## config.mk

```make
export PLATFORM = sky130hd
export DESIGN_NAME = bankers_safe_allocator
export DESIGN_NICKNAME = d
export VERILOG_FILES = /design/src/rtl/core/bsa_pkg.sv /design/src/rtl/core/bsa_ram.sv /design/src/rtl/core/bsa_ctrl.sv /design/src/rtl/core/bsa_datapath.sv /design/src/rtl/core/bankers_safe_allocator.sv
export SDC_FILE = /design/constraint.sdc
export NUM_CORES = 1
export LEC_CHECK = 0
export BUFFER_PORTS_ARGS = -buffer_cell sky130_fd_sc_hd__buf_4
export CAP_MARGIN = 10
export CORE_AREA = 2 2 269 271
export DETAILED_ROUTE_END_ITERATION = 10
export DIE_AREA = 0 0 271 273
export PLACE_DENSITY = 0.86
export SLEW_MARGIN = 5
export SYNTH_ARGS = -nofsm -noshare
export SYNTH_HDL_FRONTEND = slang
export SYNTH_SLANG_ARGS = --single-unit
```

## constraint.sdc

```tcl
create_clock -name clk -period 23.7 [get_ports clk]
set_input_delay 5.925 -clock clk [delete_from_list [all_inputs] [get_ports clk]]
set_output_delay 5.925 -clock clk [all_outputs]
set_load 0.02 [all_outputs]
```

## src/rtl/core/bsa_pkg.sv

```systemverilog
// Package of the safe allocator: field widths, codes, controller states and
// the command and status structs between controller and datapath. No dependencies.
`timescale 1ns / 1ps
`default_nettype none

package bsa_pkg;

  localparam int NUM_LANES  = 4;
  localparam int LANE_W     = 8;
  localparam int PIDX_W     = 3;
  localparam int STATUS_W   = 3;
  localparam int PCNT_W     = 4;
  localparam int RCNT_W     = 3;
  localparam int CFG_ADDR_W = 3;
  localparam int CFG_DATA_W = 32;

  // Register index as decoded from the word address.
  localparam logic REG_PROC_COUNT = 1'b0;
  localparam logic REG_RES_COUNT  = 1'b1;

  localparam logic [PCNT_W-1:0] PROC_COUNT_RST = 4'd8;
  localparam logic [RCNT_W-1:0] RES_COUNT_RST  = 3'd4;

  typedef enum logic [1:0] {
    REQ_LOAD_ROW     = 2'd0,
    REQ_SET_AVAIL    = 2'd1,
    REQ_REQUEST      = 2'd2,
    REQ_SAFETY_CHECK = 2'd3
  } req_type_t;

  typedef enum logic [STATUS_W-1:0] {
    STS_OK            = 3'd0,
    STS_EXCEEDS_NEED  = 3'd1,
    STS_EXCEEDS_AVAIL = 3'd2,
    STS_UNSAFE        = 3'd3,
    STS_BAD_ROW       = 3'd4
  } status_t;

  typedef enum logic [2:0] {
    CS_IDLE,
    CS_DECODE,
    CS_REQ_CHECK,
    CS_SEARCH_INIT,
    CS_SEARCH,
    CS_UNDO,
    CS_EMIT
  } ctrl_state_t;

  typedef logic [LANE_W-1:0] lane_amount_t;
  typedef lane_amount_t [NUM_LANES-1:0] lane_vec_t;

  typedef struct packed {
    logic    capture;
    logic    load_row;
    logic    set_avail;
    logic    read_req_row;
    logic    apply_req;
    logic    undo_req;
    logic    search_init;
    logic    search_run;
    logic    emit_step;
    logic    single_vld;
    status_t single_status;
  } dp_cmd_t;

  typedef struct packed {
    req_type_t req_type;
    logic      row_bad;
    logic      limit_bad;
    status_t   refuse_status;
    logic      search_done;
    logic      search_fail;
    logic      emit_last;
  } dp_sts_t;

endpackage

`default_nettype wire

```

## src/rtl/core/bsa_ram.sv

```systemverilog
// Generic single-write, single-read RAM with a registered read port.
// No dependencies; contents are undefined until written.
`timescale 1ns / 1ps
`default_nettype none

module bsa_ram #(
  parameter int WIDTH = 8,
  parameter int DEPTH = 8,
  localparam int ADDR_W = (DEPTH > 1) ? $clog2(DEPTH) : 1
) (
  input  logic              clk,
  input  logic              we,
  input  logic [ADDR_W-1:0] waddr,
  input  logic [WIDTH-1:0]  wdata,
  input  logic [ADDR_W-1:0] raddr,
  output logic [WIDTH-1:0]  rdata
);

  logic [WIDTH-1:0] mem [DEPTH];
  logic [WIDTH-1:0] rdata_r;

  always_ff @(posedge clk) begin
    if (we) begin
      mem[waddr] <= wdata;
    end
    rdata_r <= mem[raddr];
  end

  assign rdata = rdata_r;

endmodule

`default_nettype wire

```

## src/rtl/core/bsa_ctrl.sv

```systemverilog
// Controller state machine of the safe allocator: sequences decode, request
// check, safety search, undo and order emission. Depends on bsa_pkg.
`timescale 1ns / 1ps
`default_nettype none

module bsa_ctrl import bsa_pkg::*; (
  input  logic    clk,
  input  logic    rst_n,
  input  logic    start,
  output logic    busy,
  input  dp_sts_t sts,
  output dp_cmd_t cmd
);

  ctrl_state_t state_r, state_nxt;

  always_ff @(posedge clk) begin
    if (!rst_n) begin
      state_r <= CS_IDLE;
    end else begin
      state_r <= state_nxt;
    end
  end

  always_comb begin
    state_nxt = state_r;
    case (state_r)
      CS_IDLE: begin
        if (start) state_nxt = CS_DECODE;
      end
      CS_DECODE: begin
        case (sts.req_type)
          REQ_SAFETY_CHECK: state_nxt = CS_SEARCH_INIT;
          REQ_REQUEST:      state_nxt = sts.row_bad ? CS_IDLE : CS_REQ_CHECK;
          default:          state_nxt = CS_IDLE;
        endcase
      end
      CS_REQ_CHECK: begin
        state_nxt = (sts.refuse_status != STS_OK) ? CS_IDLE : CS_SEARCH_INIT;
      end
      CS_SEARCH_INIT: state_nxt = CS_SEARCH;
      CS_SEARCH: begin
        if (sts.search_done) begin
          state_nxt = CS_EMIT;
        end else if (sts.search_fail) begin
          state_nxt = (sts.req_type == REQ_REQUEST) ? CS_UNDO : CS_IDLE;
        end
      end
      CS_UNDO: state_nxt = CS_IDLE;
      CS_EMIT: begin
        if (sts.emit_last) state_nxt = CS_IDLE;
      end
      default: state_nxt = CS_IDLE;
    endcase
  end

  always_comb begin
    cmd = '0;
    cmd.single_status = STS_OK;
    busy = (state_r != CS_IDLE);
    case (state_r)
      CS_IDLE: begin
        cmd.capture = start;
      end
      CS_DECODE: begin
        case (sts.req_type)
          REQ_LOAD_ROW: begin
            cmd.single_vld = 1'b1;
            if (sts.row_bad || sts.limit_bad) begin
              cmd.single_status = STS_BAD_ROW;
            end else begin
              cmd.load_row = 1'b1;
            end
          end
          REQ_SET_AVAIL: begin
            cmd.set_avail  = 1'b1;
            cmd.single_vld = 1'b1;
          end
          REQ_REQUEST: begin
            if (sts.row_bad) begin
              cmd.single_vld    = 1'b1;
              cmd.single_status = STS_BAD_ROW;
            end else begin
              cmd.read_req_row = 1'b1;
            end
          end
          default: ;
        endcase
      end
      CS_REQ_CHECK: begin
        if (sts.refuse_status != STS_OK) begin
          cmd.single_vld    = 1'b1;
          cmd.single_status = sts.refuse_status;
        end else begin
          cmd.apply_req = 1'b1;
        end
      end
      CS_SEARCH_INIT: cmd.search_init = 1'b1;
      CS_SEARCH: begin
        cmd.search_run = 1'b1;
        // A failed safety check answers at once; a failed request is undone first.
        if (sts.search_fail && sts.req_type != REQ_REQUEST) begin
          cmd.single_vld    = 1'b1;
          cmd.single_status = STS_UNSAFE;
        end
      end
      CS_UNDO: begin
        cmd.undo_req      = 1'b1;
        cmd.single_vld    = 1'b1;
        cmd.single_status = STS_UNSAFE;
      end
      CS_EMIT: cmd.emit_step = 1'b1;
      default: ;
    endcase
  end

endmodule

`default_nettype wire

```

## src/rtl/core/bsa_datapath.sv

```systemverilog
// Datapath of the safe allocator: row table, available and work vectors,
// search scan, safe-order store and result registers. Depends on bsa_pkg, bsa_ram.
`timescale 1ns / 1ps
`default_nettype none

module bsa_datapath import bsa_pkg::*; #(
  parameter int MAX_PROCS = 8,
  parameter int MAX_RES = 4,
  parameter int AMOUNT_WIDTH = 8,
  localparam int CNT_W = $clog2(MAX_PROCS + 1)
) (
  input  logic                clk,
  input  logic                rst_n,
  input  dp_cmd_t             cmd,
  output dp_sts_t             sts,
  input  logic [CNT_W-1:0]    np,
  input  logic [RCNT_W-1:0]   nr,
  input  logic [1:0]          in_req_type,
  input  logic [PIDX_W-1:0]   in_process_index,
  input  lane_vec_t           in_amount,
  input  lane_vec_t           in_limit,
  output logic                out_strobe,
  output logic [STATUS_W-1:0] out_status,
  output logic [PIDX_W-1:0]   out_order_process,
  output logic                out_last
);

  localparam int IDX_W  = (MAX_PROCS > 1) ? $clog2(MAX_PROCS) : 1;
  localparam int WORK_W = AMOUNT_WIDTH + CNT_W;
  localparam int ROW_W  = 2 * MAX_RES * AMOUNT_WIDTH;
  localparam int CMP_W  = (CNT_W > PIDX_W) ? CNT_W : PIDX_W;

  typedef logic [AMOUNT_WIDTH-1:0] amt_t;
  typedef amt_t [MAX_RES-1:0]      amt_vec_t;
  typedef logic [WORK_W-1:0]       work_t;

  // Captured transaction.
  req_type_t         req_type_r;
  logic [PIDX_W-1:0] pidx_r;
  amt_vec_t          amt_r, lim_r;

  amt_vec_t          avail_r, avail_nxt;
  logic [ROW_W-1:0]  backup_r;
  logic [MAX_PROCS-1:0] row_valid_r;
  logic              rd_valid_r;

  work_t [MAX_RES-1:0] work_r, work_nxt;
  logic [MAX_PROCS-1:0] fin_r;
  logic [CNT_W-1:0]  taken_r, scan_r, emit_r;
  logic [IDX_W-1:0]  cmp_idx_r;
  logic              cmp_vld_r;

  logic              res_vld_r, res_last_r, res_from_ord_r;
  status_t           res_status_r;

  logic              row_we;
  logic [IDX_W-1:0]  row_waddr, row_raddr;
  logic [ROW_W-1:0]  row_wdata, row_rdata, row_cur;
  amt_vec_t          cur_alloc, cur_need;
  amt_vec_t          ld_alloc, ld_need, ap_alloc, ap_need;
  logic [MAX_RES-1:0] lane_on;
  logic              limit_bad, row_bad, fits, issue_vld, hit, pass_end;
  logic              search_done, search_fail, emit_last;
  status_t           refuse;
  logic [PIDX_W-1:0] ord_rdata;

  // A row never written reads as all zero.
  assign row_cur = rd_valid_r ? row_rdata : '0;
  assign {cur_alloc, cur_need} = row_cur;

  always_comb begin
    for (int e = 0; e < MAX_RES; e++) begin
      lane_on[e] = (RCNT_W'(e) < nr);
    end
  end

  assign row_bad = (CMP_W'(pidx_r) >= CMP_W'(np));

  always_comb begin
    limit_bad = 1'b0;
    refuse    = STS_OK;
    for (int e = 0; e < MAX_RES; e++) begin
      if (lane_on[e] && (lim_r[e] < amt_r[e])) limit_bad = 1'b1;
      // Lanes in ascending order; the need test wins over the available test.
      if (lane_on[e] && refuse == STS_OK) begin
        if (amt_r[e] > cur_need[e]) begin
          refuse = STS_EXCEEDS_NEED;
        end else if (amt_r[e] > avail_r[e]) begin
          refuse = STS_EXCEEDS_AVAIL;
        end
      end
    end
  end

  always_comb begin
    for (int e = 0; e < MAX_RES; e++) begin
      ld_alloc[e] = lane_on[e] ? amt_r[e] : '0;
      ld_need[e]  = lane_on[e] ? (lim_r[e] - amt_r[e]) : '0;
      ap_alloc[e] = lane_on[e] ? (cur_alloc[e] + amt_r[e]) : cur_alloc[e];
      ap_need[e]  = lane_on[e] ? (cur_need[e] - amt_r[e]) : cur_need[e];
    end
  end

  assign row_we    = cmd.load_row | cmd.apply_req | cmd.undo_req;
  assign row_waddr = IDX_W'(pidx_r);
  assign row_wdata = cmd.load_row  ? {ld_alloc, ld_need} :
                     cmd.apply_req ? {ap_alloc, ap_need} : backup_r;
  assign row_raddr = cmd.read_req_row ? IDX_W'(pidx_r) : scan_r[IDX_W-1:0];

  bsa_ram #(
    .WIDTH (ROW_W),
    .DEPTH (MAX_PROCS)
  ) u_row_ram (
    .clk   (clk),
    .we    (row_we),
    .waddr (row_waddr),
    .wdata (row_wdata),
    .raddr (row_raddr),
    .rdata (row_rdata)
  );

  // Search: rows are read one per cycle and tested in the cycle after. A hit
  // restarts the scan from row zero and drops the row already in flight.
  always_comb begin
    fits = 1'b1;
    for (int e = 0; e < MAX_RES; e++) begin
      if (lane_on[e] && (work_r[e] < WORK_W'(cur_need[e]))) fits = 1'b0;
    end
  end

  assign issue_vld   = (scan_r < np);
  assign hit         = cmd.search_run && cmp_vld_r && !fin_r[cmp_idx_r] && fits;
  assign pass_end    = (CNT_W'(cmp_idx_r) == (np - CNT_W'(1)));
  assign search_done = hit && ((taken_r + CNT_W'(1)) == np);
  assign search_fail = cmd.search_run && cmp_vld_r && !hit && pass_end;
  assign emit_last   = (emit_r == (np - CNT_W'(1)));

  bsa_ram #(
    .WIDTH (PIDX_W),
    .DEPTH (MAX_PROCS)
  ) u_order_ram (
    .clk   (clk),
    .we    (hit),
    .waddr (taken_r[IDX_W-1:0]),
    .wdata (PIDX_W'(cmp_idx_r)),
    .raddr (emit_r[IDX_W-1:0]),
    .rdata (ord_rdata)
  );

  always_comb begin
    avail_nxt = avail_r;
    work_nxt  = work_r;
    for (int e = 0; e < MAX_RES; e++) begin
      if (cmd.set_avail) begin
        avail_nxt[e] = lane_on[e] ? amt_r[e] : '0;
      end else if (cmd.apply_req && lane_on[e]) begin
        avail_nxt[e] = avail_r[e] - amt_r[e];
      end else if (cmd.undo_req && lane_on[e]) begin
        avail_nxt[e] = avail_r[e] + amt_r[e];
      end
      if (cmd.search_init) begin
        work_nxt[e] = lane_on[e] ? WORK_W'(avail_r[e]) : '0;
      end else if (hit && lane_on[e]) begin
        work_nxt[e] = work_r[e] + WORK_W'(cur_alloc[e]);
      end
    end
  end

  always_ff @(posedge clk) begin
    if (!rst_n) begin
      avail_r        <= '0;
      work_r         <= '0;
      row_valid_r    <= '0;
      rd_valid_r     <= 1'b0;
      fin_r          <= '0;
      taken_r        <= '0;
      scan_r         <= '0;
      emit_r         <= '0;
      cmp_idx_r      <= '0;
      cmp_vld_r      <= 1'b0;
      res_vld_r      <= 1'b0;
      res_last_r     <= 1'b0;
      res_from_ord_r <= 1'b0;
      res_status_r   <= STS_OK;
    end else begin
      avail_r    <= avail_nxt;
      work_r     <= work_nxt;
      rd_valid_r <= row_valid_r[row_raddr];
      cmp_idx_r  <= scan_r[IDX_W-1:0];
      if (row_we) row_valid_r[row_waddr] <= 1'b1;

      if (cmd.search_init) begin
        fin_r     <= '0;
        taken_r   <= '0;
        scan_r    <= '0;
        emit_r    <= '0;
        cmp_vld_r <= 1'b0;
      end else if (cmd.search_run) begin
        cmp_vld_r <= issue_vld && !hit;
        if (hit) begin
          fin_r[cmp_idx_r] <= 1'b1;
          taken_r          <= taken_r + CNT_W'(1);
          scan_r           <= '0;
        end else if (issue_vld) begin
          scan_r <= scan_r + CNT_W'(1);
        end
      end else begin
        cmp_vld_r <= 1'b0;
        if (cmd.emit_step) emit_r <= emit_r + CNT_W'(1);
      end

      res_vld_r <= cmd.single_vld | cmd.emit_step;
      if (cmd.single_vld) begin
        res_status_r   <= cmd.single_status;
        res_last_r     <= 1'b1;
        res_from_ord_r <= 1'b0;
      end else if (cmd.emit_step) begin
        res_status_r   <= STS_OK;
        res_last_r     <= emit_last;
        res_from_ord_r <= 1'b1;
      end
    end
  end

  always_ff @(posedge clk) begin
    if (cmd.capture) begin
      req_type_r <= req_type_t'(in_req_type);
      pidx_r     <= in_process_index;
      for (int e = 0; e < MAX_RES; e++) begin
        amt_r[e] <= AMOUNT_WIDTH'(in_amount[e]);
        lim_r[e] <= AMOUNT_WIDTH'(in_limit[e]);
      end
    end
    if (cmd.apply_req) backup_r <= row_cur;
  end

  always_comb begin
    sts.req_type      = req_type_r;
    sts.row_bad       = row_bad;
    sts.limit_bad     = limit_bad;
    sts.refuse_status = refuse;
    sts.search_done   = search_done;
    sts.search_fail   = search_fail;
    sts.emit_last     = emit_last;
  end

  assign out_strobe        = res_vld_r;
  assign out_status        = res_status_r;
  assign out_last          = res_last_r;
  assign out_order_process = res_from_ord_r ? ord_rdata : '0;

endmodule

`default_nettype wire

```

## src/rtl/core/bankers_safe_allocator.sv

```systemverilog
// Top level of the banker's-algorithm safe allocator: configuration registers,
// controller and datapath. Depends on bsa_pkg, bsa_ctrl, bsa_datapath.
//
// Use: a transaction on the command channel is taken when start is high and
// busy is low. It loads a process row, sets the available vector, asks for a
// safety check or requests resources. Results leave on out_* for exactly one
// cycle each, marked by out_strobe; out_last marks the final one of a
// transaction. The receiver cannot stall, so the block never waits on it.
// Load row, set available and rows out of range are answered from the decode
// state, a refused request from the request check state, each through a register.
// A safety search tests one row per cycle through the registered read port of
// the row memory, except that each hit drops the row in flight and restarts the
// scan at row zero. When the search finds a safe order, the order is emitted,
// one result per process in use. Busy stays high until the last result is on
// the ports; one transaction is worked at a time. Reset (synchronous, rst_n low)
// marks every row of the row table as unwritten, clears the available vector and
// sets process_count to 8 and resource_count to 4. Configuration is at byte
// addresses 0 and 4 of the APB port; pready is always high.
`timescale 1ns / 1ps
`default_nettype none

module bankers_safe_allocator import bsa_pkg::*; #(
  parameter int MAX_PROCS = 8,
  parameter int MAX_RES = 4,
  parameter int AMOUNT_WIDTH = 8
) (
  input  logic                  clk,
  input  logic                  rst_n,
  input  logic                  start,
  output logic                  busy,
  input  logic [1:0]            in_req_type,
  input  logic [PIDX_W-1:0]     in_process_index,
  input  logic [LANE_W-1:0]     in_amount_0,
  input  logic [LANE_W-1:0]     in_amount_1,
  input  logic [LANE_W-1:0]     in_amount_2,
  input  logic [LANE_W-1:0]     in_amount_3,
  input  logic [LANE_W-1:0]     in_limit_0,
  input  logic [LANE_W-1:0]     in_limit_1,
  input  logic [LANE_W-1:0]     in_limit_2,
  input  logic [LANE_W-1:0]     in_limit_3,
  output logic                  out_strobe,
  output logic [STATUS_W-1:0]   out_status,
  output logic [PIDX_W-1:0]     out_order_process,
  output logic                  out_last,
  input  logic                  psel,
  input  logic                  penable,
  input  logic                  pwrite,
  input  logic [CFG_ADDR_W-1:0] paddr,
  input  logic [CFG_DATA_W-1:0] pwdata,
  output logic [CFG_DATA_W-1:0] prdata,
  output logic                  pready
);

  localparam int CNT_W = $clog2(MAX_PROCS + 1);

  logic [PCNT_W-1:0] proc_count_r;
  logic [RCNT_W-1:0] res_count_r;
  logic [CNT_W-1:0]  np;
  logic [RCNT_W-1:0] nr;
  logic              cfg_write;
  lane_vec_t         amounts, limits;
  dp_cmd_t           cmd;
  dp_sts_t           sts;

  assign pready    = 1'b1;
  assign cfg_write = psel && penable && pwrite && pready;

  always_ff @(posedge clk) begin
    if (!rst_n) begin
      proc_count_r <= PROC_COUNT_RST;
      res_count_r  <= RES_COUNT_RST;
    end else if (cfg_write) begin
      if (paddr[2] == REG_PROC_COUNT) begin
        proc_count_r <= pwdata[PCNT_W-1:0];
      end else begin
        res_count_r <= pwdata[RCNT_W-1:0];
      end
    end
  end

  assign prdata = (paddr[2] == REG_RES_COUNT) ? CFG_DATA_W'(res_count_r)
                                              : CFG_DATA_W'(proc_count_r);

  // Counts outside the supported range are clamped into it.
  always_comb begin
    if (proc_count_r == '0) begin
      np = CNT_W'(1);
    end else if (int'(proc_count_r) > MAX_PROCS) begin
      np = CNT_W'(MAX_PROCS);
    end else begin
      np = CNT_W'(proc_count_r);
    end
    if (res_count_r == '0) begin
      nr = RCNT_W'(1);
    end else if (int'(res_count_r) > MAX_RES) begin
      nr = RCNT_W'(MAX_RES);
    end else begin
      nr = res_count_r;
    end
  end

  assign amounts = {in_amount_3, in_amount_2, in_amount_1, in_amount_0};
  assign limits  = {in_limit_3, in_limit_2, in_limit_1, in_limit_0};

  bsa_ctrl u_ctrl (
    .clk   (clk),
    .rst_n (rst_n),
    .start (start),
    .busy  (busy),
    .sts   (sts),
    .cmd   (cmd)
  );

  bsa_datapath #(
    .MAX_PROCS    (MAX_PROCS),
    .MAX_RES      (MAX_RES),
    .AMOUNT_WIDTH (AMOUNT_WIDTH)
  ) u_datapath (
    .clk               (clk),
    .rst_n             (rst_n),
    .cmd               (cmd),
    .sts               (sts),
    .np                (np),
    .nr                (nr),
    .in_req_type       (in_req_type),
    .in_process_index  (in_process_index),
    .in_amount         (amounts),
    .in_limit          (limits),
    .out_strobe        (out_strobe),
    .out_status        (out_status),
    .out_order_process (out_order_process),
    .out_last          (out_last)
  );

endmodule

`default_nettype wire

```

==> impl.org <==
** Yosys
- Yosys top cell area share :: a little under half
- The most used flip-flop cell after synthesis is sky130_fd_sc_hd__edfxtp_1.
- Ys Warns :: 0
- Synthesized area divided by synthesized cell count :: around 13 sq um
- In this run the cell area of the synthesized design comes to 0.04215 sq mm.
- Sequential share of the synthesized area :: between 50% and 60%
- The cell count after synthesis came out at approximately 3200.
- Library cells used by synthesis :: 84
- Synthesis inferred about 870 register bits.
- The synthesized design contains between 600 and 700 enable-type register cells.
- Of all cell types, the one taking the most synthesized area is sky130_fd_sc_hd__edfxtp_1.
- Post-synth ARST share :: 0%
- Top area cells in the synthesized netlist :: sky130_fd_sc_hd__edfxtp_1 (48%), sky130_fd_sc_hd__dfxtp_1 (9.3%), sky130_fd_sc_hd__mux4_2 (7.4%)

** GRT
- Global-route wire length before repair :: 158900 um
- Entering global routing, the biggest net connects 79 pins.
- Summed over all layers, the global routing overflow is 0.
- Global routing used approximately 28% of the available tracks.
- Number of global-route vias before repair :: around 28000
- Antenna violations before repair :: 1

** Floorplanning
- Die Span X :: 271 um
- After floorplanning, the core was divided into between 90 and 100 placement rows.
- Placeable core area :: between 0.07 and 0.08 sq mm
- Die boundary height :: ~270 um
- The die covers 0.07398 sq mm.
- Once the floorplan was initialized, standard cells occupied between 50% and 60% of the core.
- Boundary Pins :: between 150 and 200

** Placement
- At the end of routability-driven placement, the weighted congestion stood at about 0.92.
- During placement, the flow inserted port buffers numbering slightly above 90.
- Estimated wirelength of the detail-placed design :: 65320 um

** Power and ir drop
- The analysis attributes to cell leakage a power of between 15 and 20 nW.
- VDD IR max :: around 0.061 mV
- The completed layout was analyzed and its total power is 0.003951 W.
- In this run the power density over the cells is 84.74 mW/mm^2.

** Timing
- RSZ-0062 raised after global routing :: false
- For the final database, setup skew stands at around 0.037 ns.
- Counting I/O delays and the setup requirement, the final critical path takes about 13 ns.
- The hold violation total from the final report was 0.
- The number of pins with negative max-slew slack in the final report was 0.
- Final count of negative-setup-slack endpoints :: 0
- Tightest Pin Transition :: 1.219 ns
- Highest attainable clock frequency :: approximately 0.08 GHz
- Setup TNS Final :: 0 ns
- Headroom to the max-slew limit :: between 15 and 20%
- Final period utilization :: between 50% and 60%

** Worst setup path
- Sort of element at the end of the critical path :: output pin
- FF-to-FF setup slack :: approximately 16 ns
- Maximum fanout encountered on the critical timing path :: 6
- The worst setup path is launched from an input port.
- By startpoint and endpoint, the worst setup path is classified as input port to output pin.
- Data required time of the critical path :: 17.78 ns
- Data arrives at the worst endpoint at around 6.6 ns.

** Route
- Count of routing violations after the opening detailed-route iteration :: around 3600
- Routed Wire Length :: approximately 100000 um
- Using the TritonRoute via totals, the vias-per-cell ratio works out to 6.507.
- In the routed design, unresolved DRC markers number 0.
- For this run, the detailed router's first-pass iteration total came to 6.
- Vias after detailed routing :: between 20000 and 30000
- Remaining antenna violation count :: 0
- Per-cell routed wire length :: roughly 24 um

** Clocking
- The longest clock path from root to sink contains 3 buffers.
- Counting every sink on the clock net gives 865.
- CTS-repair resized insts :: 0
- Hold repair after CTS inserted 0 buffers.
- Cell at the root of the clock tree :: sky130_fd_sc_hd__clkbuf_16
- CTS buffer count :: ~90
- TritonCTS built the clock tree.
- Later-pin clock latency in the skew report :: roughly 0.67 ns
- Clock-pin slew of the registers on the worst-case setup and hold paths :: 0.06 ns
- The H-tree was split into 3 levels.
- In this run the post-CTS setup repair buffer count came out at 0.

** Min path
- The path class of the tightest hold or removal check is flop to flop.

** Run
- The tool flagged a number of max-cap violations equal to 0.

** Status
- Outcome :: complete, no violations

** Layout
- The net count of the finished layout is roughly 3700.
- Of the cells placed in the final design, the portion with a size suffix greater than 1 is between 10% and 20%.
- Synth-to-Final Area Change :: 10.61%
state kept, by name, indices dropped and copies added, names as in the netlist, 4 cells and up:
| register | flops |
|---|---|
| u_datapath.taken_r | 4 |
| u_datapath.fin_r | 8 |
| u_datapath.emit_r | 4 |
| proc_count_r | 4 |
| u_datapath.backup_r | 64 |
| u_datapath.row_valid_r | 8 |
| u_datapath.scan_r | 4 |
| u_datapath.lim_r | 32 |
| u_datapath.amt_r | 32 |
| u_datapath.u_row_ram.mem | 512 |
| u_datapath.u_order_ram.mem | 24 |
| u_datapath.u_row_ram.rdata | 64 |
| u_datapath.avail_r | 32 |
| u_datapath.work_r | 48 |
per-stage QoR:
stage               std cells  util [%]  hold WS, ns  worst slack, ns  cell area [sq um]
floorplan                3258         -       0.4198            11.49              42250
global placement         4159     61.64       0.4310            11.17              43760
detailed placement       4159     61.64       0.4393            11.17              43760
CTS                      4325     65.66       0.4476            11.18              46620
global route             4325     65.66       0.4742            11.17              46620
finish                   4326     65.67       0.4497            11.20              46620
worst max-delay path: stages:
cell	delay, ns
sky130_fd_sc_hd__buf_4	0.11
sky130_fd_sc_hd__mux2_2	0.36
sky130_fd_sc_hd__buf_4	0.17
kinds of logic (layout without fill, tap and decap cells):
kind of cell | after synthesis | after routing | share of synthesized area (%)
adder cells (fa/ha/maj) | 246 | 246 | 7.730
multiplexers | 282 | 282 | 11.01
buffers and inverters | 346 | 463 | 3.443
XOR/XNOR | 103 | 103 | 2.140
other | 2 | 30 | 0.01782
AO/OA/AOI/OAI | 695 | 695 | 10.69
flip-flops | 865 | 865 | 56.97
AND/OR/NAND/NOR | 692 | 692 | 7.997
path summary, 6_finish.rpt:
kind	from	endpoint	cells past startpoint
setup / recovery	paddr[2]	prdata[0]	3
hold / removal	u_datapath.row_valid_r[1]	u_datapath.row_valid_r[1]	2
setup reg to reg	u_datapath.rd_valid_r	u_datapath.u_row_ram.mem[2][53]	16
hold reg to reg	u_datapath.row_valid_r[1]	u_datapath.row_valid_r[1]	2
layout by cell type (no fill, tap or decap), types with 28 or more instances in the layout:
cell	instances
sky130_fd_sc_hd__xor2_1	37
sky130_fd_sc_hd__nand2b_1	28
sky130_fd_sc_hd__a211oi_1	34
sky130_fd_sc_hd__nor3_1	61
sky130_fd_sc_hd__nand2_1	203
sky130_fd_sc_hd__clkbuf_1	29
sky130_fd_sc_hd__buf_4	136
sky130_fd_sc_hd__nor2_1	143
sky130_fd_sc_hd__and2_1	39
sky130_fd_sc_hd__a21o_1	52
sky130_fd_sc_hd__dfxtp_1	194
sky130_fd_sc_hd__nand3_1	69
sky130_fd_sc_hd__a21oi_1	147
sky130_fd_sc_hd__xnor2_1	66
sky130_fd_sc_hd__mux2_2	72
sky130_fd_sc_hd__edfxtp_1	669
sky130_fd_sc_hd__mux4_2	138
sky130_fd_sc_hd__o21ai_0	185
sky130_fd_sc_hd__conb_1	29
sky130_fd_sc_hd__mux2i_1	69
sky130_fd_sc_hd__inv_1	158
sky130_fd_sc_hd__a31oi_1	37
sky130_fd_sc_hd__clkbuf_16	89
sky130_fd_sc_hd__nor2b_1	32
sky130_fd_sc_hd__ha_1	222
cells in the mapped netlist, types with 11 or more instances:
master                     count
sky130_fd_sc_hd__dfxtp_1     196
sky130_fd_sc_hd__nand2_1     204
sky130_fd_sc_hd__a311oi_1     13
sky130_fd_sc_hd__nor4_1       11
sky130_fd_sc_hd__nor2_1      150
sky130_fd_sc_hd__edfxtp_1    669
sky130_fd_sc_hd__xor2_1       37
sky130_fd_sc_hd__o21bai_1     19
sky130_fd_sc_hd__clkbuf_1    111
sky130_fd_sc_hd__nor3_1       63
sky130_fd_sc_hd__o21ai_1      13
sky130_fd_sc_hd__buf_1        12
sky130_fd_sc_hd__ha_1        222
sky130_fd_sc_hd__and2_1       39
sky130_fd_sc_hd__or3_1        27
sky130_fd_sc_hd__xnor2_1      66
sky130_fd_sc_hd__nor2b_1      32
sky130_fd_sc_hd__buf_4        30
sky130_fd_sc_hd__a21o_1       52
sky130_fd_sc_hd__o31a_1       15
sky130_fd_sc_hd__a21boi_0     14
sky130_fd_sc_hd__and3_1       15
sky130_fd_sc_hd__o32ai_1      16
sky130_fd_sc_hd__o211ai_1     22
sky130_fd_sc_hd__mux4_2      138
sky130_fd_sc_hd__nand2b_1     28
sky130_fd_sc_hd__inv_1       159
sky130_fd_sc_hd__a21oi_1     149
sky130_fd_sc_hd__o31ai_1      19
sky130_fd_sc_hd__a31oi_1      37
sky130_fd_sc_hd__o21a_1       20
sky130_fd_sc_hd__o21ai_0     185
sky130_fd_sc_hd__buf_2        31
sky130_fd_sc_hd__a211oi_1     34
sky130_fd_sc_hd__nand3_1      69
sky130_fd_sc_hd__mux2_2       72
sky130_fd_sc_hd__fa_1         24
sky130_fd_sc_hd__mux2i_1      72
where the power goes:
part / total [W] / internal, W / switching, W
sequential: 0.00180 / 0.00172 / 0.0000859
clock: 0.00137 / 0.000774 / 0.000599
combinational: 0.000775 / 0.000349 / 0.000426
total: 0.00395 / 0.00284 / 0.00111
per-layer routing:
layer	global-route usage (%)	share of wire (%)
met3	5.430	10
met2	44.56	46
met5	0	0
met1	37.35	39
met4	12.43	4.5
final cells by class:
cell class	count	area, sq um
Antenna cell	1	2.502
Clock buffer	126	2446
Clock inverter	40	414.1
Fill cell	4797	24370
Inverter	161	609.3
Multi-Input combinational cell	2047	16920
Sequential cell	865	24020
Tap cell	950	1189
Timing Repair Buffer	136	1021
Note: power is estimated with default switching activity, not from simulation.
